File: config.mk
export PLATFORM = sky130hd
export DESIGN_NAME = psol_lerp
export DESIGN_NICKNAME = d
export VERILOG_FILES = /design/src/sv/psol_pkg.sv /design/src/sv/psol_lerp.sv
export SDC_FILE = /design/constraint.sdc
export NUM_CORES = 2
export LEC_CHECK = 0
export BUFFER_PORTS_ARGS = -buffer_cell sky130_fd_sc_hd__buf_2
export CAP_MARGIN = 20
export CORE_MARGIN = 2
export CORE_UTILIZATION = 60
export DETAILED_ROUTE_END_ITERATION = 8
export GPL_TIMING_DRIVEN = 0
export PLACE_DENSITY = 0.74
export SLEW_MARGIN = 30
export SYNTH_ARGS = -nofsm -noshare
export SYNTH_HDL_FRONTEND = slang
export SYNTH_SLANG_ARGS = --single-unit
File: constraint.sdc
create_clock -name clk_i -period 11.9 [get_ports clk_i]
set_input_delay 1.19 -clock clk_i [delete_from_list [all_inputs] [get_ports clk_i]]
set_output_delay 1.19 -clock clk_i [all_outputs]
set_load 0.01 [all_outputs]
File: src/sv/psol_pkg.sv
package psol_pkg;

  localparam int NumAxes  = 3;
  localparam int SizeW    = 24;
  localparam int TimeW    = 32;
  localparam int FracW    = 17;
  localparam int DivSteps = 16;
  localparam int CfgIdxW  = 3;

  localparam logic [FracW-1:0] OneQ16  = 17'h10000;
  localparam logic [FracW-1:0] HalfQ16 = 17'h08000;

  typedef enum logic [1:0] {
    ModeOff     = 2'd0,
    ModeUniform = 2'd1,
    ModePerAxis = 2'd2
  } size_mode_e;

  typedef enum logic [2:0] {
    CurveLinear    = 3'd0,
    CurveEaseIn    = 3'd1,
    CurveEaseOut   = 3'd2,
    CurveEaseInOut = 3'd3,
    CurveConst     = 3'd4
  } curve_e;

  typedef enum logic [CfgIdxW-1:0] {
    RegSizeMode    = 3'd0,
    RegCurveSelect = 3'd1,
    RegEndScalar   = 3'd2,
    RegEndX        = 3'd3,
    RegEndY        = 3'd4,
    RegEndZ        = 3'd5,
    RegSizeFloor   = 3'd6,
    RegSizeCeiling = 3'd7
  } cfg_reg_e;

  typedef logic signed [SizeW-1:0] size_t;

  // One entry per axis; lanes are treated as signed where used.
  typedef logic [NumAxes-1:0][SizeW-1:0] axes_t;
  typedef logic [NumAxes-1:0][SizeW:0]   diffs_t;

  typedef struct packed {
    logic [TimeW-1:0] elapsed;
    logic [TimeW-1:0] lifespan;
    size_t            start_x;
    size_t            start_y;
    size_t            start_z;
  } psol_in_t;

  typedef struct packed {
    logic  updated;
    size_t scale_x;
    size_t scale_y;
    size_t scale_z;
  } psol_out_t;

endpackage

File: src/sv/psol_lerp.sv
module psol_lerp import psol_pkg::*; (
  input  logic             clk_i,
  input  logic             rst_ni,
  input  logic             valid_i,
  output logic             ready_o,
  input  logic [FracW-1:0] coef_i,
  input  axes_t            start_i,
  input  diffs_t           diff_i,
  input  size_t            floor_i,
  input  size_t            ceil_i,
  input  logic             upd_i,
  output logic             valid_o,
  input  logic             ready_i,
  output psol_out_t        data_o
);

  localparam int ProdW = SizeW + 1 + FracW + 1;
  localparam int SumW  = ProdW - 16;

  logic                    rdy_p, rdy_o;
  logic                    p_vld_q, o_vld_q;
  logic signed [ProdW-1:0] prod_d [NumAxes];
  logic signed [ProdW-1:0] prod_q [NumAxes];
  axes_t                   p_start_q;
  logic signed [SumW-1:0]  sum_v  [NumAxes];
  logic signed [SumW-1:0]  lo, hi;
  axes_t                   res;
  psol_out_t               out_d, o_data_q;

  assign rdy_o   = !o_vld_q || ready_i;
  assign rdy_p   = !p_vld_q || rdy_o;
  assign ready_o = rdy_p;

  always_comb begin
    for (int a = 0; a < NumAxes; a++) begin
      prod_d[a] = $signed(diff_i[a]) * $signed({1'b0, coef_i});
    end
  end

  always_ff @(posedge clk_i or negedge rst_ni) begin
    if (!rst_ni) begin
      p_vld_q <= 1'b0;
      o_vld_q <= 1'b0;
    end else begin
      if (rdy_p) begin
        p_vld_q <= valid_i;
      end
      if (rdy_o) begin
        o_vld_q <= p_vld_q;
      end
    end
  end

  always_ff @(posedge clk_i) begin
    if (rdy_p && valid_i) begin
      prod_q    <= prod_d;
      p_start_q <= start_i;
    end
  end

  // The arithmetic shift of the product rounds toward minus infinity.
  assign lo = $signed({{(SumW-SizeW){floor_i[SizeW-1]}}, floor_i});
  assign hi = $signed({{(SumW-SizeW){ceil_i[SizeW-1]}}, ceil_i});

  always_comb begin
    for (int a = 0; a < NumAxes; a++) begin
      sum_v[a] = $signed({{(SumW-SizeW){p_start_q[a][SizeW-1]}}, p_start_q[a]})
               + $signed(prod_q[a][ProdW-1:16]);
      if (sum_v[a] < lo) begin
        res[a] = floor_i;
      end else if (sum_v[a] > hi) begin
        res[a] = ceil_i;
      end else begin
        res[a] = sum_v[a][SizeW-1:0];
      end
    end
  end

  always_comb begin
    out_d = '0;
    if (upd_i) begin
      out_d.updated = 1'b1;
      out_d.scale_x = res[0];
      out_d.scale_y = res[1];
      out_d.scale_z = res[2];
    end
  end

  always_ff @(posedge clk_i) begin
    if (rdy_o && p_vld_q) begin
      o_data_q <= out_d;
    end
  end

  assign valid_o = o_vld_q;
  assign data_o  = o_data_q;

endmodule

==> implementation parameters <==
Parameter                              Value

Floorplanning
  Die span in x    320 um
  Die Y-Extent    320 um
  Placeable core area    0.0987 sq mm
  Number of standard-cell rows in the floorplan    115
  I/O pin count    292
  DIE AREA    0.102 sq mm
  Initial standard-cell utilization of the core    60.7%

Drt
  Iteration-0 DRC Markers    4198
  Wire length per cell    24.5 um
  Number of remaining DRC errors    0
  Antenna-violating nets left    0
  Routed vias    46500
  Via/cell ratio    5.79
  Drt first pass iters    6
  Total wire length after detailed routing    196000 um

Place
  Port-buffer cells    272
  Hpwl dp    165000 um
  RD Place Congestion    1.03
  Post-DP Area    0.0630 sq mm

Synth
  Count of flip-flops with a built-in enable after synthesis    226
  Area share of the largest cell type after synthesis    41.6%
  Avg Synthesized Cell Area    9.39 sq um
  Top_reg_cell synth    sky130_fd_sc_hd__edfxtp_1
  Number of nets in the synthesized netlist    8378
  Number of distinct standard cells referenced by the synthesized netlist    84
  Most area-consuming cells after synthesis    sky130_fd_sc_hd__fa_1, sky130_fd_sc_hd__edfxtp_1, sky130_fd_sc_hd__ha_1
  Netlist Area Pre-Place    0.0599 sq mm
  Mapped Cells    6376
  Library cell occupying the most area in the post-synthesis netlist    sky130_fd_sc_hd__fa_1
  Register area share after synthesis    11.4%
  Number of synthesized register bits    228
  Yosys warns    0
  Async set-or-reset flop fraction in the synthesized netlist    0.877%

Clock tree
  Clk slew on worst S/H paths    0.08 ns
  Master cell of the clock root buffer    sky130_fd_sc_hd__clkbuf_16
  Later-pin clock latency in the skew report    0.55 ns
  Number of sinks driven by the clock tree    228
  Number of buffers inserted for hold repair after clock tree synthesis    0
  Total number of H-tree levels    1
  Post-CTS Setup Inserts    0
  TritonCTS clock tree    built
  Total of cells resized after clock tree synthesis    0
  Clock Path Buffers    3
  CTS buffer count    21

Timing
  Max-slew violations    0
  RSZ-0062 raised after global routing    no
  Post-Route Setup TNS    0 ns
  Slew at the pin with the worst max-slew slack    1.18 ns
  Worst slew slack as a fraction of its limit    21.5%
  Final worst path period share    77.4%
  Final critical path time including I/O delays and setup    9.21 ns
  Setup Skew    0.0332 ns
  Final setup vio count    0
  Final count of hold timing violations    0
  Highest achievable clock rate    109 MHz
  Hold slack    0.405 ns

Cells and area
  Layout cells sized above 1    5.84%
  Layout overhead on the synthesized area    6.73%
  Most used cells in the layout excluding fill and tap cells    sky130_fd_sc_hd__inv_1, sky130_fd_sc_hd__fa_1, sky130_fd_sc_hd__nand2_1
  Finished Cell Area    0.0639 sq mm
  Post-layout net count    8679
  Most frequent standard cell in the layout excluding fill and tap cells    sky130_fd_sc_hd__inv_1

Worst setup path
  Critical path endpoint category    register
  Nature of the critical path startpoint    input port
  Crit Path Class    input port to register
  Worst EP arrival    9.49 ns
  Maximum net fanout on the critical path    10
  Required time of the worst setup path    12.18 ns

GRT
  Number of global-route vias before repair    48600
  Global-route usage over all layers    39.2%
  Global-route wire length before repair    295000 um
  Maximum number of pins on one net before global-route repair    55
  Initial antenna violation count    47
  Final global-route overflow total    0

Outcome
  Run status    complete, no violations

Worst hold path
  Min-delay worst type    input port to asynchronous set/reset pin

Flow run
  Max-cap viol count    0
cell families after synthesis:
| group | share of synthesized area (%) |
|---|---|
| AND/OR/NAND/NOR | 14.9 |
| adder cells (fa/ha/maj) | 52.9 |
| multiplexers | 0.815 |
| flip-flops | 11.4 |
| AO/OA/AOI/OAI | 6.53 |
| buffers and inverters | 11.2 |
| XOR/XNOR | 2.25 |
registers in the layout, indices dropped and copies added (netlist names):
signal and flops:
p_start_q 72, prod_q 81, valid_o 1, data_o 73
p_vld_q 1
cell type report:
type | instances | area (sq um)
multi-input combinational | 4369 | 46400
fill | 8251 | 34800
sequential | 228 | 6840
inverter | 1531 | 5750
tap | 1287 | 1610
timing repair buffer | 278 | 1500
buffer | 248 | 991
clock buffer | 23 | 533
clock inverter | 14 | 243
antenna | 39 | 97.6
synth_stat cells (all sizes together), types with 4 or more instances:
library cell and count:
a2111oi 9, a211o 5, a211oi 36, a21boi 8
a21o 93, a21oi 179, a22oi 4, a311oi 13
a31oi 18, and2 663, and3 18, and4 7
buf 7, clkbuf 241, edfxtp 226, fa 1245
ha 540, inv 1530, mux2i 45, nand2 727
nand2b 30, nand3 38, nand4 39, nor2 154
nor2b 30, nor3 32, nor3b 10, nor4 7
o211ai 6, o21a 37, o21ai 118, o21bai 17
o311ai 4, o31a 4, o31ai 8, o41ai 4
or2 9, or3 9, xnor2 110, xor2 44
path summary, 6_finish.rpt:
kind,startpoint,end,slack (ns),depth (start not counted)
setup reg to reg,p_start_q[48]$_DFFE_PP_,data_o[14]$_SDFFCE_PN0P_,4.60,25
hold / removal,rst_ni,p_vld_q$_DFFE_PN0N_,0.41,1
setup / recovery,coef_i[6],prod_q[126]$_DFFE_PP_,2.69,21
max in group asynchronous,rst_ni,valid_o$_DFFE_PN0P_,11.40,1
hold reg to reg,p_vld_q$_DFFE_PN0N_,valid_o$_DFFE_PN0P_,0.51,1
min in group clk_i,p_vld_q$_DFFE_PN0N_,valid_o$_DFFE_PN0P_,0.51,1
worst max-delay path, cell delays in order:
cell and delay, ns:
sky130_fd_sc_hd__clkbuf_1 0.72, sky130_fd_sc_hd__clkbuf_1 0.87, sky130_fd_sc_hd__and2_1 0.28, sky130_fd_sc_hd__fa_1 0.40, sky130_fd_sc_hd__inv_1 0.09, sky130_fd_sc_hd__fa_1 0.45, sky130_fd_sc_hd__fa_1 0.41, sky130_fd_sc_hd__inv_1 0.07
sky130_fd_sc_hd__fa_1 0.43, sky130_fd_sc_hd__fa_1 0.57, sky130_fd_sc_hd__fa_1 0.42, sky130_fd_sc_hd__ha_1 0.30, sky130_fd_sc_hd__nand4_1 0.16, sky130_fd_sc_hd__a211oi_1 0.62, sky130_fd_sc_hd__o21ai_1 0.35, sky130_fd_sc_hd__a211oi_1 0.70
sky130_fd_sc_hd__o41a_1 0.32, sky130_fd_sc_hd__nor3b_1 0.45, sky130_fd_sc_hd__o21a_1 0.22, sky130_fd_sc_hd__nor2_1 0.05, sky130_fd_sc_hd__xnor2_1 0.41
stage by stage:
step | instances | util [%] | worst slack [ns]
finish | 8017 | 64.8 | 2.69
global route | 7984 | 64.7 | 2.54
CTS | 7978 | 64.7 | 2.82
detailed placement | 7941 | 63.9 | 2.28
global placement | 7935 | 63.7 | 2.08
floorplan | 6376 | - | 4.41
metal layers:
layer / share of wire, % / track usage (%) / wire, um / up-vias
li1: - / - / - / 20000
met1: 37 / 49.8 / 72500 / 23200
met2: 44 / 60.5 / 86400 / 2634
met3: 12 / 10.6 / 23600 / 623
met4: 6.8 / 23.7 / 13300 / 24
met5: 0.082 / 0 / 161 / -
Power is not shown: default switching activity piles up to over one toggle a cycle in this logic, so the estimate is an artifact.
