--- config.mk ---
export PLATFORM = sky130hd
export DESIGN_NAME = psol_div
export DESIGN_NICKNAME = d
export VERILOG_FILES = /design/src/sv/psol_pkg.sv /design/src/sv/psol_div.sv
export SDC_FILE = /design/constraint.sdc
export NUM_CORES = 2
export LEC_CHECK = 0
export BUFFER_PORTS_ARGS = -buffer_cell sky130_fd_sc_hd__buf_2
export CORE_MARGIN = 2
export CORE_UTILIZATION = 58
export CTS_CLUSTER_DIAMETER = 100
export DETAILED_ROUTE_END_ITERATION = 8
export GPL_ROUTABILITY_DRIVEN = 0
export GPL_TIMING_DRIVEN = 0
export PLACE_DENSITY_LB_ADDON = 0.2
export SYNTH_ARGS = -nofsm -noshare
export SYNTH_HDL_FRONTEND = slang
export SYNTH_SLANG_ARGS = --single-unit
--- constraint.sdc ---
create_clock -name clk_i -period 17.1 [get_ports clk_i]
set_input_delay 1.71 -clock clk_i [delete_from_list [all_inputs] [get_ports clk_i]]
set_output_delay 1.71 -clock clk_i [all_outputs]
set_load 0.03 [all_outputs]
--- src/sv/psol_pkg.sv ---
package psol_pkg;

  localparam int NumAxes  = 3;
  localparam int SizeW    = 24;
  localparam int TimeW    = 32;
  localparam int FracW    = 17;
  localparam int DivSteps = 16;
  localparam int CfgIdxW  = 3;

  localparam logic [FracW-1:0] OneQ16  = 17'h10000;
  localparam logic [FracW-1:0] HalfQ16 = 17'h08000;

  typedef enum logic [1:0] {
    ModeOff     = 2'd0,
    ModeUniform = 2'd1,
    ModePerAxis = 2'd2
  } size_mode_e;

  typedef enum logic [2:0] {
    CurveLinear    = 3'd0,
    CurveEaseIn    = 3'd1,
    CurveEaseOut   = 3'd2,
    CurveEaseInOut = 3'd3,
    CurveConst     = 3'd4
  } curve_e;

  typedef enum logic [CfgIdxW-1:0] {
    RegSizeMode    = 3'd0,
    RegCurveSelect = 3'd1,
    RegEndScalar   = 3'd2,
    RegEndX        = 3'd3,
    RegEndY        = 3'd4,
    RegEndZ        = 3'd5,
    RegSizeFloor   = 3'd6,
    RegSizeCeiling = 3'd7
  } cfg_reg_e;

  typedef logic signed [SizeW-1:0] size_t;

  // One entry per axis; lanes are treated as signed where used.
  typedef logic [NumAxes-1:0][SizeW-1:0] axes_t;
  typedef logic [NumAxes-1:0][SizeW:0]   diffs_t;

  typedef struct packed {
    logic [TimeW-1:0] elapsed;
    logic [TimeW-1:0] lifespan;
    size_t            start_x;
    size_t            start_y;
    size_t            start_z;
  } psol_in_t;

  typedef struct packed {
    logic  updated;
    size_t scale_x;
    size_t scale_y;
    size_t scale_z;
  } psol_out_t;

endpackage

--- src/sv/psol_div.sv ---
module psol_div import psol_pkg::*; (
  input  logic             clk_i,
  input  logic             rst_ni,
  input  logic             valid_i,
  output logic             ready_o,
  input  logic [TimeW-1:0] elapsed_i,
  input  logic [TimeW-1:0] lifespan_i,
  input  axes_t            start_i,
  output logic             valid_o,
  input  logic             ready_i,
  output logic [FracW-1:0] ratio_o,
  output axes_t            start_o
);

  // Stage 0 registers the operands, stages 1..DivSteps each resolve one
  // quotient bit of (elapsed << 16) / lifespan by restoring division.
  logic [DivSteps:0]   vld_q;
  logic [DivSteps:0]   rdy;
  logic [DivSteps:0]   sat_q;
  logic [TimeW-1:0]    rem_q   [DivSteps+1];
  logic [TimeW-1:0]    dvs_q   [DivSteps+1];
  logic [DivSteps-1:0] quo_q   [DivSteps+1];
  axes_t               start_q [DivSteps+1];

  assign rdy[DivSteps] = !vld_q[DivSteps] || ready_i;
  assign rdy[0]        = !vld_q[0] || rdy[1];

  always_ff @(posedge clk_i or negedge rst_ni) begin
    if (!rst_ni) begin
      vld_q[0] <= 1'b0;
    end else if (rdy[0]) begin
      vld_q[0] <= valid_i;
    end
  end

  // A zero lifetime or an elapsed time at or past the lifetime saturates to 1.0.
  always_ff @(posedge clk_i) begin
    if (rdy[0] && valid_i) begin
      rem_q[0]   <= elapsed_i;
      dvs_q[0]   <= lifespan_i;
      quo_q[0]   <= '0;
      sat_q[0]   <= (lifespan_i == '0) || (elapsed_i >= lifespan_i);
      start_q[0] <= start_i;
    end
  end

  for (genvar k = 1; k <= DivSteps; k++) begin : g_step
    logic [TimeW:0] rem2;
    logic [TimeW:0] sub;
    logic           ge;

    if (k < DivSteps) begin : g_rdy
      assign rdy[k] = !vld_q[k] || rdy[k+1];
    end

    assign rem2 = {rem_q[k-1], 1'b0};
    assign sub  = rem2 - {1'b0, dvs_q[k-1]};
    assign ge   = !sub[TimeW];

    always_ff @(posedge clk_i or negedge rst_ni) begin
      if (!rst_ni) begin
        vld_q[k] <= 1'b0;
      end else if (rdy[k]) begin
        vld_q[k] <= vld_q[k-1];
      end
    end

    always_ff @(posedge clk_i) begin
      if (rdy[k] && vld_q[k-1]) begin
        rem_q[k]   <= ge ? sub[TimeW-1:0] : rem2[TimeW-1:0];
        dvs_q[k]   <= dvs_q[k-1];
        quo_q[k]   <= {quo_q[k-1][DivSteps-2:0], ge};
        sat_q[k]   <= sat_q[k-1];
        start_q[k] <= start_q[k-1];
      end
    end
  end

  assign ready_o = rdy[0];
  assign valid_o = vld_q[DivSteps];
  assign ratio_o = sat_q[DivSteps] ? OneQ16
                                   : {{(FracW-DivSteps){1'b0}}, quo_q[DivSteps]};
  assign start_o = start_q[DivSteps];

endmodule

==> out/summary.log <==
[grt] total congestion overflow after global routing 0
[yosys] register area share after synthesis 0.692
[clocking] clock transition at the registers of the reported paths 0.06 ns
[critical_path] element type at the critical path start input port
[yosys] count of flip-flops with a built-in enable after synthesis 2,401
[timing] highest achievable clock rate 0.147 GHz
[grt] antenna violations before repair 9
[yosys] Synth Cell Area 105,000 µm²
[critical_path] Arr. time, crit path 5.11 ns
[floorplanning] I/O Pins 231
[timing] relative slew slack 0.156
[clocking] CTS H-Tree Depth 4
[critical_path] critical path capture point type primary output
[clocking] number of buffers inserted by post-CTS setup repair 0
[clocking] Skew-Pair Late Insertion Delay 0.86 ns
[yosys] Synth Instances 6,891
[floorplanning] initial cell density of the core 0.585
[pwr] total power per unit cell area 189 nW/µm²
[pwr] internal portion of total power 15,000 µW
[place] count of port buffers added during placement 230
[critical_path] endpoint required time on the critical path 15.39 ns
[hold_path] path class of the lowest-slack min-delay path flip-flop to flip-flop
[flow_run] max-cap violations 0
[yosys] Distinct cells, synth 94
[clocking] cell chosen for the clock root sky130_fd_sc_hd__clkbuf_16
[final_layout] final core utilization 0.655
[clocking] total clock sinks 2,418
[place] placed wire-length estimate 131,000 µm
[timing] RSZ-0062 raised after global routing false
[floorplanning] Rows 155
[timing] hold_ws 0.401 ns
[pwr] Clk pwr share 0.221
[detailed_routing] mean routed wirelength per cell 19.1 µm
[clocking] total of cells resized after clock tree synthesis 0
[detailed_routing] remaining routing DRC violations 0
[floorplanning] vertical die dimension 429 µm
[pwr] worst supply voltage drop on vdd 0.112 mV
[grt] total routing usage reported by global routing 0.208
[floorplanning] area inside the core boundary 179,000 µm²
[outcome] result of the run complete, no violations
[yosys] synthesized net count 7,574
[final_layout] area added between synthesis and finish 12.0%
[place] placed instance area 110,000 µm²
[yosys] mean instance size in the synthesized netlist 15.2 µm²
[yosys] YS warnings 0
[timing] number of max-slew violations in the final report 0
[final_layout] # fillers 12,000
[final_layout] area occupied by registers 72,500 µm²
[detailed_routing] total length of routed wires 190,000 µm
[yosys] Main synth FF type sky130_fd_sc_hd__edfxtp_1
[timing] slew at the pin closest to its max-slew limit 1.26 ns
[yosys] Async SR Flop Fraction 0.00703
[timing] final hold violations 0
[detailed_routing] number of vias per cell 5.58
[detailed_routing] Starting DRT DRC Count 3,540
[floorplanning] Die Wd 429 µm
[pwr] switching share of total power 0.324
[pwr] Flop pwr share 0.409
[final_layout] layout cell share with drive strength beyond 1 0.143
[timing] Worst Clk Skew 0.0732 ns
[critical_path] maximum net fanout on the critical path 7
[grt] vias in the first global route 56,700
[floorplanning] area of the die 184,000 µm²
[timing] final period utilization 0.399
[critical_path] startpoint-to-endpoint class of the critical path input port to primary output
[final_layout] final cell area excluding filler cells 117,000 µm²
[final_layout] number of nets at the end of the flow 8,081
[timing] Final setup violation count 0
[pwr] combinational power share 0.371
[detailed_routing] TritonRoute pass-1 iters 5
[clocking] count of hold-fix buffers inserted at cts 0
[yosys] number of register bits inferred by synthesis 2,418
[clocking] number of buffers created by CTS 228
[detailed_routing] count of vias placed by the detailed router 55,500
[grt] wire length of the first global-routing pass 302,000 µm
[clocking] Bufs on Longest Clock Path 3
[timing] clock period minus worst slack 6.82 ns
[final_layout] multi-input logic area 29,400 µm²
[pwr] sw power 7180 µW
[detailed_routing] DRT antenna net count 0
[clocking] TritonCTS clock tree yes
[grt] maximum number of pins on one net before global-route repair 80
[pwr] static leakage 0.0454 µW
placed cells by master, fill, tap and decap left out, types with 53 or more instances in the layout:
cell type / count
sky130_fd_sc_hd__a21o_1: 181
sky130_fd_sc_hd__buf_2: 251
sky130_fd_sc_hd__xor2_1: 138
sky130_fd_sc_hd__nor3_1: 68
sky130_fd_sc_hd__inv_1: 642
sky130_fd_sc_hd__clkbuf_1: 80
sky130_fd_sc_hd__nor2_1: 257
sky130_fd_sc_hd__edfxtp_1: 2401
sky130_fd_sc_hd__mux2_1: 61
sky130_fd_sc_hd__a21oi_1: 384
sky130_fd_sc_hd__clkbuf_16: 229
sky130_fd_sc_hd__o21ai_0: 265
sky130_fd_sc_hd__o21a_1: 85
sky130_fd_sc_hd__nand3_1: 73
sky130_fd_sc_hd__clkinv_2: 53
sky130_fd_sc_hd__ha_1: 528
sky130_fd_sc_hd__nand2_1: 237
sky130_fd_sc_hd__nand2b_1: 64
sky130_fd_sc_hd__mux2_2: 328
sky130_fd_sc_hd__xnor2_1: 274
sky130_fd_sc_hd__nor2b_1: 105
sky130_fd_sc_hd__a211oi_1: 61
layer usage:
metal | track usage | vias to the layer above | part of all wire
li1 | - | 26900 | -
met1 | 0.247 | 26700 | 0.39
met2 | 0.372 | 1472 | 0.51
met3 | 0.0320 | 442 | 0.044
met4 | 0.0928 | 0 | 0.049
met5 | 0 | - | 0
power groups by stage:
stage | Sequential (µW) | Clock (µW) | Combinational (µW)
floorplan | 9090 | 0 | 6250
global placement | 9280 | 0 | 7810
detailed placement | 9140 | 0 | 8080
CTS | 9060 | 4990 | 8210
global route | 9190 | 5210 | 9020
finish | 9060 | 4890 | 8210
state kept, by name, indices dropped and copies added (netlist names):
| signal | flops |
|---|---|
| start_q | 1224 |
| dvs_q | 512 |
| rem_q | 512 |
| quo_q | 136 |
| sat_q | 17 |
| vld_q | 16 |
| valid_o | 1 |
cells in the mapped netlist (7+ instances only):
| master | number | area share |
|---|---|---|
| sky130_fd_sc_hd__edfxtp_1 | 2401 | 0.69 |
| sky130_fd_sc_hd__inv_1 | 642 | 0.023 |
| sky130_fd_sc_hd__ha_1 | 528 | 0.063 |
| sky130_fd_sc_hd__a21oi_1 | 384 | 0.018 |
| sky130_fd_sc_hd__mux2_2 | 328 | 0.035 |
| sky130_fd_sc_hd__xnor2_1 | 274 | 0.023 |
| sky130_fd_sc_hd__o21ai_0 | 265 | 0.013 |
| sky130_fd_sc_hd__nor2_1 | 258 | 0.0092 |
| sky130_fd_sc_hd__nand2_1 | 237 | 0.0085 |
| sky130_fd_sc_hd__a21o_1 | 181 | 0.013 |
| sky130_fd_sc_hd__xor2_1 | 138 | 0.012 |
| sky130_fd_sc_hd__nor2b_1 | 110 | 0.0066 |
| sky130_fd_sc_hd__o21a_1 | 85 | 0.0061 |
| sky130_fd_sc_hd__nand3_1 | 73 | 0.0035 |
| sky130_fd_sc_hd__nor3_1 | 68 | 0.0032 |
| sky130_fd_sc_hd__nand2b_1 | 64 | 0.0038 |
| sky130_fd_sc_hd__a211oi_1 | 61 | 0.0044 |
| sky130_fd_sc_hd__mux2_1 | 61 | 0.0066 |
| sky130_fd_sc_hd__and3_1 | 51 | 0.0030 |
| sky130_fd_sc_hd__nand4_1 | 51 | 0.0030 |
| sky130_fd_sc_hd__o21bai_1 | 50 | 0.0036 |
| sky130_fd_sc_hd__a31oi_1 | 44 | 0.0026 |
| sky130_fd_sc_hd__and2_1 | 38 | 0.0023 |
| sky130_fd_sc_hd__clkbuf_1 | 30 | 0.0011 |
| sky130_fd_sc_hd__mux2_4 | 27 | 0.0039 |
| sky130_fd_sc_hd__o211ai_1 | 24 | 0.0017 |
| sky130_fd_sc_hd__o31ai_1 | 22 | 0.0016 |
| sky130_fd_sc_hd__buf_2 | 21 | 0.0010 |
| sky130_fd_sc_hd__o21ai_1 | 21 | 0.0010 |
| sky130_fd_sc_hd__o31a_1 | 21 | 0.0018 |
| sky130_fd_sc_hd__mux2i_1 | 20 | 0.0019 |
| sky130_fd_sc_hd__or2_2 | 18 | 0.0011 |
| sky130_fd_sc_hd__dfrtp_1 | 17 | 0.0041 |
| sky130_fd_sc_hd__a21boi_0 | 16 | 0.0011 |
| sky130_fd_sc_hd__nor4_1 | 16 | 0.00096 |
| sky130_fd_sc_hd__or3_1 | 16 | 0.00096 |
| sky130_fd_sc_hd__a211o_1 | 15 | 0.0013 |
| sky130_fd_sc_hd__buf_4 | 15 | 0.0011 |
| sky130_fd_sc_hd__fa_1 | 15 | 0.0029 |
| sky130_fd_sc_hd__a221oi_1 | 14 | 0.0012 |
| sky130_fd_sc_hd__o211a_1 | 13 | 0.0012 |
| sky130_fd_sc_hd__a221o_1 | 12 | 0.0011 |
| sky130_fd_sc_hd__a2111oi_0 | 10 | 0.00084 |
| sky130_fd_sc_hd__and4_1 | 9 | 0.00075 |
| sky130_fd_sc_hd__o41ai_1 | 7 | 0.00059 |
cell type report:
| cell class | count | share of cell area |
|---|---|---|
| flip-flops and latches | 2418 | 0.618 |
| repair buffers | 277 | 0.0189 |
| clock buffers | 279 | 0.0504 |
| diodes | 4 | 0.0000853 |
| well taps | 2355 | 0.0251 |
| multi-input cells | 3752 | 0.251 |
| inverters | 643 | 0.0206 |
| clock inverters | 145 | 0.0118 |
| plain buffers | 78 | 0.00397 |
metrics by stage:
step                total power [µW]  setup WS (ns)  cells  setup TNS [ns]
floorplan                      15300           3.32   6891               0
global placement               17100          -1.95   9476         -277.79
detailed placement             17200          10.58   9523               0
CTS                            22300          10.30   9947               0
global route                   23400          10.03   9947               0
finish                         22200          10.28   9951               0
worst paths after layout:
check / start / to / slack [ns] / cells after the start
min: start_q[0][449]$_DFFE_PP_ / start_q[0][521]$_DFFE_PP_ / 0.40 / 0
min in group asynchronous: rst_ni / vld_q[10]$_DFFE_PN0P_ / 0.78 / 1
min reg2reg: start_q[0][449]$_DFFE_PP_ / start_q[0][521]$_DFFE_PP_ / 0.40 / 0
max: ready_i / ready_o / 10.28 / 13
max reg2reg: dvs_q[0][288]$_DFFE_PP_ / rem_q[0][321]$_DFFE_PP_ / 11.91 / 13
max in group asynchronous: rst_ni / vld_q[1]$_DFFE_PN0P_ / 16.00 / 1
kinds of logic after synthesis:
| group | synth area share |
|---|---|
| AOI/OAI and AO/OA | 0.0831 |
| buffers and inverters | 0.0275 |
| and+or+nand+nor | 0.0478 |
| xor gates and xnor gates | 0.0358 |
| DFF | 0.692 |
| muxes | 0.0476 |
| adders and majority gates | 0.0659 |
critical path, stage by stage:
cell	delay, ns
sky130_fd_sc_hd__buf_2	0.10
sky130_fd_sc_hd__nor2b_1	0.40
sky130_fd_sc_hd__nand3_1	0.26
sky130_fd_sc_hd__nor2_1	0.31
sky130_fd_sc_hd__and2_1	0.29
sky130_fd_sc_hd__and3_1	0.18
sky130_fd_sc_hd__clkbuf_1	0.38
sky130_fd_sc_hd__inv_1	0.17
sky130_fd_sc_hd__nor3_1	0.53
sky130_fd_sc_hd__nand3_1	0.24
sky130_fd_sc_hd__inv_1	0.16
sky130_fd_sc_hd__nand3_1	0.15
sky130_fd_sc_hd__buf_2	0.22
No activity file was read; power rests on OpenSTA's default activity.
