$ cat src/sv/psol_pkg.sv
package psol_pkg;

  localparam int NumAxes  = 3;
  localparam int SizeW    = 24;
  localparam int TimeW    = 32;
  localparam int FracW    = 17;
  localparam int DivSteps = 16;
  localparam int CfgIdxW  = 3;

  localparam logic [FracW-1:0] OneQ16  = 17'h10000;
  localparam logic [FracW-1:0] HalfQ16 = 17'h08000;

  typedef enum logic [1:0] {
    ModeOff     = 2'd0,
    ModeUniform = 2'd1,
    ModePerAxis = 2'd2
  } size_mode_e;

  typedef enum logic [2:0] {
    CurveLinear    = 3'd0,
    CurveEaseIn    = 3'd1,
    CurveEaseOut   = 3'd2,
    CurveEaseInOut = 3'd3,
    CurveConst     = 3'd4
  } curve_e;

  typedef enum logic [CfgIdxW-1:0] {
    RegSizeMode    = 3'd0,
    RegCurveSelect = 3'd1,
    RegEndScalar   = 3'd2,
    RegEndX        = 3'd3,
    RegEndY        = 3'd4,
    RegEndZ        = 3'd5,
    RegSizeFloor   = 3'd6,
    RegSizeCeiling = 3'd7
  } cfg_reg_e;

  typedef logic signed [SizeW-1:0] size_t;

  // One entry per axis; lanes are treated as signed where used.
  typedef logic [NumAxes-1:0][SizeW-1:0] axes_t;
  typedef logic [NumAxes-1:0][SizeW:0]   diffs_t;

  typedef struct packed {
    logic [TimeW-1:0] elapsed;
    logic [TimeW-1:0] lifespan;
    size_t            start_x;
    size_t            start_y;
    size_t            start_z;
  } psol_in_t;

  typedef struct packed {
    logic  updated;
    size_t scale_x;
    size_t scale_y;
    size_t scale_z;
  } psol_out_t;

endpackage

$ cat src/sv/psol_shape.sv
module psol_shape import psol_pkg::*; (
  input  logic             clk_i,
  input  logic             rst_ni,
  input  logic             valid_i,
  output logic             ready_o,
  input  logic [FracW-1:0] ratio_i,
  input  axes_t            start_i,
  input  axes_t            end_i,
  input  logic [2:0]       curve_i,
  output logic             valid_o,
  input  logic             ready_i,
  output logic [FracW-1:0] coef_o,
  output axes_t            start_o,
  output diffs_t           diff_o
);

  logic               rdy_a, rdy_b;
  logic               a_vld_q, b_vld_q;
  logic [FracW-1:0]   rem_t, sq_op;
  logic [2*FracW-1:0] sq_d, a_sq_q;
  logic [FracW-1:0]   a_t_q;
  axes_t              a_start_q, b_start_q;
  diffs_t             diff_d, a_diff_q, b_diff_q;
  logic [FracW-1:0]   sh16, sh15, coef_d, b_coef_q;
  logic               use_t;

  assign rdy_b   = !b_vld_q || ready_i;
  assign rdy_a   = !a_vld_q || rdy_b;
  assign ready_o = rdy_a;

  // Stage A: square of t or of (1 - t), and the end-minus-start distances.
  assign rem_t = OneQ16 - ratio_i;
  assign use_t = (curve_i == CurveEaseIn) ||
                 ((curve_i == CurveEaseInOut) && (ratio_i < HalfQ16));
  assign sq_op = use_t ? ratio_i : rem_t;
  assign sq_d  = sq_op * sq_op;

  always_comb begin
    for (int a = 0; a < NumAxes; a++) begin
      diff_d[a] = {end_i[a][SizeW-1], end_i[a]} - {start_i[a][SizeW-1], start_i[a]};
    end
  end

  always_ff @(posedge clk_i or negedge rst_ni) begin
    if (!rst_ni) begin
      a_vld_q <= 1'b0;
      b_vld_q <= 1'b0;
    end else begin
      if (rdy_a) begin
        a_vld_q <= valid_i;
      end
      if (rdy_b) begin
        b_vld_q <= a_vld_q;
      end
    end
  end

  always_ff @(posedge clk_i) begin
    if (rdy_a && valid_i) begin
      a_sq_q    <= sq_d;
      a_t_q     <= ratio_i;
      a_start_q <= start_i;
      a_diff_q  <= diff_d;
    end
  end

  // Stage B: the square scaled by two or by one, folded per curve.
  assign sh16 = a_sq_q[FracW+15:16];
  assign sh15 = a_sq_q[FracW+14:15];

  always_comb begin
    case (curve_i)
      CurveLinear:    coef_d = a_t_q;
      CurveEaseIn:    coef_d = sh16;
      CurveEaseOut:   coef_d = OneQ16 - sh16;
      CurveEaseInOut: coef_d = (a_t_q < HalfQ16) ? sh15 : OneQ16 - sh15;
      CurveConst:     coef_d = '0;
      default:        coef_d = a_t_q;
    endcase
  end

  always_ff @(posedge clk_i) begin
    if (rdy_b && a_vld_q) begin
      b_coef_q  <= coef_d;
      b_start_q <= a_start_q;
      b_diff_q  <= a_diff_q;
    end
  end

  assign valid_o = b_vld_q;
  assign coef_o  = b_coef_q;
  assign start_o = b_start_q;
  assign diff_o  = b_diff_q;

endmodule

$ cat config.mk
export PLATFORM = sky130hd
export DESIGN_NAME = psol_shape
export DESIGN_NICKNAME = d
export VERILOG_FILES = /design/src/sv/psol_pkg.sv /design/src/sv/psol_shape.sv
export SDC_FILE = /design/constraint.sdc
export NUM_CORES = 1
export LEC_CHECK = 0
export BUFFER_PORTS_ARGS = -buffer_cell sky130_fd_sc_hd__buf_2
export CORE_MARGIN = 1
export CORE_UTILIZATION = 45
export CTS_CLUSTER_SIZE = 30
export DETAILED_ROUTE_END_ITERATION = 16
export GPL_ROUTABILITY_DRIVEN = 0
export HOLD_SLACK_MARGIN = 0.08
export PLACE_DENSITY = 0.68
export SLEW_MARGIN = 40
export SYNTH_ARGS = -nofsm -noshare
export SYNTH_HDL_FRONTEND = slang
export SYNTH_SLANG_ARGS = --single-unit
$ cat constraint.sdc
create_clock -name clk_i -period 4.9 [get_ports clk_i]
set_input_delay 1.47 -clock clk_i [delete_from_list [all_inputs] [get_ports clk_i]]
set_output_delay 1.47 -clock clk_i [all_outputs]
set_load 0.01 [all_outputs]
==> results of run 1 <==
[worst min-delay path by stage]
stage | start | to | slack (ns) | depth (start not counted)
finish | a_diff_q[12] | diff_o[12] | 0.41 | 0
global route | a_diff_q[12] | diff_o[12] | 0.42 | 0
CTS | a_diff_q[12] | diff_o[12] | 0.41 | 0
detailed placement | a_diff_q[17] | diff_o[17] | 0.40 | 0
global placement | a_start_q[70] | start_o[70] | 0.40 | 0
floorplan | a_diff_q[0] | diff_o[0] | 0.40 | 0
[kinds of logic (layout without fill, tap and decap cells)]
kind of cell               count (synthesis)  after routing  share of synthesized area
xor gates and xnor gates                 133            133                     0.0510
other                                      0              5                          0
muxes                                      6              6                    0.00265
adders and majority gates                369            369                      0.262
DFF                                      348            348                      0.451
AOI/OAI and AO/OA                        308            308                     0.0835
and+or+nand+nor                          411            411                     0.0808
buffers and inverters                    419           1022                     0.0688
[stage by stage]
step | utilization | setup TNS, ns | instance area (µm²)
6_report | 0.580 | -42.70 | 29300
5_1_grt | 0.580 | -46.28 | 29300
4_1_cts | 0.573 | -41.81 | 28900
3_5_place_dp | 0.544 | -57.17 | 27400
3_3_place_gp | 0.544 | -54.43 | 27400
2_1_floorplan | - | -46.70 | 23400
[cell type report]
| class | count | area [µm²] | area share |
|---|---|---|---|
| diodes | 5 | 12.5 | 0.000427 |
| clock buffers | 35 | 791 | 0.0270 |
| clock inverters | 22 | 302 | 0.0103 |
| inverters | 385 | 1470 | 0.0500 |
| multi-input cells | 1227 | 11800 | 0.402 |
| flip-flops and latches | 348 | 10400 | 0.356 |
| well taps | 672 | 841 | 0.0287 |
| repair buffers | 580 | 3680 | 0.126 |
[metal layers]
| layer | wire length (µm) | vias to the layer above | GRT usage |
|---|---|---|---|
| met5 | 57 | - | 0 |
| met4 | 2380 | 8 | 0.0864 |
| met3 | 3620 | 144 | 0.0263 |
| met2 | 30400 | 623 | 0.411 |
| met1 | 23000 | 8182 | 0.273 |
| li1 | - | 7856 | - |
[layout by cell type (no fill, tap or decap), types with 10 or more instances in the layout]
master and count:
sky130_fd_sc_hd__nor2b_1 14, sky130_fd_sc_hd__buf_2 327, sky130_fd_sc_hd__o21ai_0 57, sky130_fd_sc_hd__nand2b_1 17, sky130_fd_sc_hd__edfxtp_1 346, sky130_fd_sc_hd__fa_1 188
sky130_fd_sc_hd__inv_1 365, sky130_fd_sc_hd__a21oi_1 86, sky130_fd_sc_hd__a21oi_2 14, sky130_fd_sc_hd__a21o_1 29, sky130_fd_sc_hd__o21a_1 17, sky130_fd_sc_hd__xor2_1 41
sky130_fd_sc_hd__nor2_4 11, sky130_fd_sc_hd__nand3_1 11, sky130_fd_sc_hd__buf_6 16, sky130_fd_sc_hd__xnor2_1 80, sky130_fd_sc_hd__ha_1 167, sky130_fd_sc_hd__nor3_1 21
sky130_fd_sc_hd__o22ai_1 10, sky130_fd_sc_hd__nand2_1 109, sky130_fd_sc_hd__nor2_1 136, sky130_fd_sc_hd__nand2_2 15, sky130_fd_sc_hd__clkbuf_16 31, sky130_fd_sc_hd__buf_4 230
sky130_fd_sc_hd__inv_2 16
[state kept, by name, summed over array words and instances, names as in the netlist]
register / flops
a_diff_q: 75
valid_o: 1
diff_o: 75
start_o: 72
a_vld_q: 1
a_sq_q: 19
coef_o: 17
a_t_q: 16
a_start_q: 72
[timing repair]
item                       in CTS  in global routing
gates resized for setup        70                 72
setup buffers                  20                 11
setup endpoints to repair      18                 18
pin swaps                      50                 45
==> run_results.csv, run 1 <==
group,metric,value,unit
run_status,run_status,"finished, violations left",
run_status,violations,"negative setup slack",
setup_path,cp_max_fo,3,
route,viasPerCell,5.14,
setup_path,cpLargestDelayFamily,"adder cells",
route,drc,0,
cts,clock-sinks,348,
timing,worstMarginPinSlew,0.681,ns
global_routing,grt_remaining_overflow,0,
timing,fmax,132,MHz
cts,cts_htree_levels,1,
placed_design,dpl.cell_count,3183,
setup_path,crit_path_max_incr_delay,0.53,ns
setup_path,critPathLaunchType,"input port",
timing,final_min_period_over_clock_period,1.54,
yosys,ys_types,73,
hold_path,min_path_type,"flop to flop",
yosys,synthCells,1994,
yosys,synthMostInstantiatedCell,"sky130_fd_sc_hd__inv_1",
yosys,yosysSeqAreaShare,0.451,
yosys,synth.top_cells.by_area,"sky130_fd_sc_hd__edfxtp_1, sky130_fd_sc_hd__fa_1, sky130_fd_sc_hd__ha_1, sky130_fd_sc_hd__inv_1, sky130_fd_sc_hd__xnor2_1",
die,rows,82,
layout,final.fill_count,4098,
die,core_area,50500,µm²
placed_design,detailedPlacementHpwl,48100,µm
route,drt-wirelength-per-cell,18.2,µm
global_routing,global_route.usage.total,0.226,
layout,final_layout_size_suffix_gt1_frac,0.299,
global_routing,vias_in_the_first_global_route,17300,
timing,clock_skew,0.0122,ns
cts,post_cts_hold_buffer_count,0,
global_routing,antenna_found_initial,7,
die,chipWidth,229,µm
layout,fin_nets,3110,
die,die_height,229,µm
setup_path,setup.reg_to_reg.worst_slack,1.99,ns
timing,grt_setup_unrepaired,"yes",
die,die_area,52300,µm²
setup_path,timing.critical_path.buf_inv,5,
placed_design,dp_worst_setup_slack,-3.52,ns
cts,tritoncts,"built",
yosys,ys_ff_latch,348,
yosys,number_of_enable_flip_flop_cells_after_synthesis,346,
setup_path,crit_path_end,"a_sq_q[31]",
setup_path,cp_num_cells,30,
yosys,synth.top_cell.area_share,0.449,
cts,max-clock-path-buffers,3,
layout,layout-area-overhead-vs-synth,26.6,%
die,io_pins,334,
yosys,synthesis.area_per_instance,11.6,µm²
cts,clock_tree.root_cell,"sky130_fd_sc_hd__clkbuf_16",
global_routing,pin_count_of_the_biggest_net_entering_global_routing,73,
setup_path,slowest_stage,"sky130_fd_sc_hd__fa_1",
route,drt_first_pass_iters,5,
route,antenna_left,0,
flow_run,max-cap-violations,0,
yosys,synth.yosys.warnings,0,
setup_path,critPathLaunch,"ratio_i[8]",
die,initial_core_utilization,0.458,
setup_path,critical_path.reg2reg.endpoint,"coef_o[12]",
cts,cts_made_buffers,31,
setup_path,cp_data_arrival_time,7.89,ns
setup_path,critical-path-top-cell-by-count,"sky130_fd_sc_hd__fa_1",
timing,max_slew_violation_count,0,
yosys,synth_fp_nets,2531,
layout,fin_cells,3274,
timing,hold_violations,0,
yosys,post_synthesis_cell_type_with_the_largest_combined_area,"sky130_fd_sc_hd__edfxtp_1",
route,wl,59500,µm
timing,worst_hold_slack,0.413,ns
route,dr_total_vias,16800,
yosys,synth_top_cells_by_count,"sky130_fd_sc_hd__inv_1, sky130_fd_sc_hd__edfxtp_1, sky130_fd_sc_hd__fa_1, sky130_fd_sc_hd__ha_1, sky130_fd_sc_hd__nor2_1",
route,initial_detailed_routing_violation_count,1071,
global_routing,grt_first_pass_wirelength,92400,µm
setup_path,timing.reg2reg.worst_path_depth,10,
timing,finalWorstSetupSlack,-2.66,ns
setup_path,crit_end_category,"flop",
timing,slew_headroom,0.545,
yosys,synth_async_sr_flop_share,0.00575,
yosys,mappedNetlistArea,23100,µm²
yosys,postSynth.topFlopCell,"sky130_fd_sc_hd__edfxtp_1",
setup_path,regToRegStartpoint,"a_sq_q[17]",
cts,clkLatencyLatePin,0.57,ns
cts,clock_pin_transition_on_the_worst_setup_and_hold_timing_paths,0.07,ns
timing,setup_viol_count_final,18,
setup_path,cp_data_required_time,5.23,ns
placed_design,io_buffer_count,333,
timing,layout_min_cycle_time,7.56,ns
setup_path,critPathKind,"input port to flop",
Power of run 1 is left out: the tool's default activity adds up to more than one toggle a clock period on the data nets, which glitch-free logic cannot reach.
==> inputs of run 2 (changes only) <==
Settings changed: BUFFER_PORTS_ARGS -buffer_cell sky130_fd_sc_hd__buf_2 to not set, DONT_BUFFER_PORTS set to 1, PLACE_DENSITY 0.68 to not set, RECOVER_POWER set to 100.
==> run 2 against run 1 <==
The run ends with max-capacitance violations, max-slew violations, negative setup slack left. Highest routed layer is now met4. First-iteration DRC count shrank 3.0%. Global-route usage shrank 0.61 points. Sequential share of layout area grew 2.2 points. Core utilization shrank 3.4 points. Flip-flop and latch count is the same. Largest cell class unchanged.
==> run_results.csv, run 2 (synthesis results as in run 1) <==
group,metric,value,unit
cts,clock_tree.root_cell,"sky130_fd_sc_hd__clkbuf_16",
route,maxUsedRoutingLayer,"met4",
timing,setup_viol_count_final,18,
die,io_pins,334,
cts,clock-sinks,348,
placed_design,dpl.cell_count,2823,
setup_path,cp_data_arrival_time,7.74,ns
route,antenna_left,0,
route,drt_first_pass_iters,5,
cts,max-clock-path-buffers,3,
hold_path,min_path_type,"flop to flop",
timing,clock_skew,0.0227,ns
run_status,violations,"max-capacitance violations, max-slew violations, negative setup slack",
layout,final.fill_count,4222,
setup_path,cp_max_fo,4,
route,drt-wirelength-per-cell,19.6,µm
timing,finalWorstSetupSlack,-2.53,ns
global_routing,antenna_found_initial,1,
global_routing,global_route.usage.total,0.220,
layout,multi_input_comb_area,11700,µm²
timing,layout_min_cycle_time,7.43,ns
setup_path,critPathLaunchType,"input port",
timing,grt_setup_unrepaired,"yes",
timing,slew_headroom,-1.30,
placed_design,io_buffer_count,0,
route,viasPerCell,5.18,
route,drc,0,
timing,worstMarginPinSlew,3.45,ns
global_routing,grt_first_pass_wirelength,87800,µm
route,initial_detailed_routing_violation_count,1039,
setup_path,crit_path_max_incr_delay,0.61,ns
setup_path,cp_data_required_time,5.21,ns
timing,max_slew_violation_count,111,
timing,fmax,135,MHz
die,core_area,50500,µm²
layout,fin_nets,2764,
route,dr_total_vias,15200,
layout,most-common-layout-cells,"sky130_fd_sc_hd__inv_1, sky130_fd_sc_hd__edfxtp_1, sky130_fd_sc_hd__buf_4",
die,die_height,229,µm
cts,tritoncts,"built",
route,met2RoutedLength,28300,µm
run_status,run_status,"finished, violations left",
layout,layout-area-overhead-vs-synth,19.2,%
layout,layout.area.seq,10400,µm²
route,wl,57600,µm
layout,fin_cells,2931,
layout,layout_commonest_cell,"sky130_fd_sc_hd__inv_1",
placed_design,detailedPlacementHpwl,46000,µm
cts,cts_htree_levels,2,
layout,final_layout_size_suffix_gt1_frac,0.194,
timing,hold_violations,0,
die,initial_core_utilization,0.458,
cts,clock_pin_transition_on_the_worst_setup_and_hold_timing_paths,0.05,ns
timing,final_min_period_over_clock_period,1.52,
route,route.layer.met1.wl,22800,µm
setup_path,crit_end_category,"flop",
global_routing,grt_remaining_overflow,0,
cts,clkLatencyLatePin,0.56,ns
cts,cts_made_buffers,40,
die,chipWidth,229,µm
die,die_area,52300,µm²
setup_path,slowest_stage,"sky130_fd_sc_hd__fa_1",
flow_run,max-cap-violations,2,
setup_path,critical-path-top-cell-by-count,"sky130_fd_sc_hd__fa_1",
setup_path,critPathKind,"input port to flop",
global_routing,vias_in_the_first_global_route,15400,
die,rows,82,
route,route.met3.wl,4780,µm
global_routing,pin_count_of_the_biggest_net_entering_global_routing,165,
layout,n_antenna_cell,0,
run 2: changes by cell type in the layout (fill, tap and decap cells not counted), moves of 4 or more:
cell,delta
sky130_fd_sc_hd__o21ai_0,+5
sky130_fd_sc_hd__buf_2,-327
sky130_fd_sc_hd__diode_2,-5
sky130_fd_sc_hd__clkbuf_16,+9
sky130_fd_sc_hd__buf_4,-28
sky130_fd_sc_hd__inv_1,-6
sky130_fd_sc_hd__inv_2,+6
sky130_fd_sc_hd__bufinv_16,-4
run 2: path summary, 6_finish.rpt:
path | startpoint | to | slack (ns) | cells past startpoint
worst max-delay path | ratio_i[6] | a_sq_q[30] | -2.53 | 25
max in group asynchronous | rst_ni | a_vld_q | 4.24 | 0
min in group asynchronous | rst_ni | valid_o | 0.59 | 0
worst min register to register | a_start_q[14] | start_o[14] | 0.41 | 0
worst min-delay path | a_start_q[14] | start_o[14] | 0.41 | 0
worst max register to register | valid_o | a_t_q[15] | 0.53 | 3
run 2: timing repair:
item | CTS | global route
resized for setup | 70 | 63
endpoints found under the hold margin | 0 | 0
hold buffers | 0 | 0
endpoints found under the setup margin | 18 | 18
setup buffers | 17 | 18
pin swaps | 42 | 59
run 2: layer usage:
| layer | vias up | global-route usage |
|---|---|---|
| met4 | 0 | 0.0738 |
| met2 | 523 | 0.377 |
| met3 | 93 | 0.0578 |
| met1 | 7400 | 0.268 |
| met5 | - | 0 |
| li1 | 7166 | - |
run 2: area by class of cell:
type,instances,area share
clock buffers,46,0.0375
multi-input cells,1227,0.426
repair buffers,225,0.0648
well taps,672,0.0305
flip-flops and latches,348,0.379
clock inverters,28,0.00953
inverters,385,0.0531
run 2: critical path: cells and delay by family:
kind            cells  cell delay (ns)
compound gates      7             1.25
xor+xnor            1             0.14
buf+inv             4             0.26
simple gates        6             1.26
fa+ha+maj           7             3.37
run 2: per-stage QoR:
stage / TNS, ns / utilization / setup WS, ns / instance area [µm²] / hold WS (ns)
after floorplan: -46.70 / - / -2.98 / 23400 / 0.400
after global placement: -54.59 / 0.506 / -3.24 / 25600 / 0.400
after detailed placement: -55.52 / 0.506 / -3.35 / 25600 / 0.405
after CTS: -39.90 / 0.540 / -2.50 / 27200 / 0.414
after global routing: -58.21 / 0.546 / -2.73 / 27600 / 0.419
final: -40.09 / 0.546 / -2.53 / 27600 / 0.410
Power of run 2 is left out for the same reason.
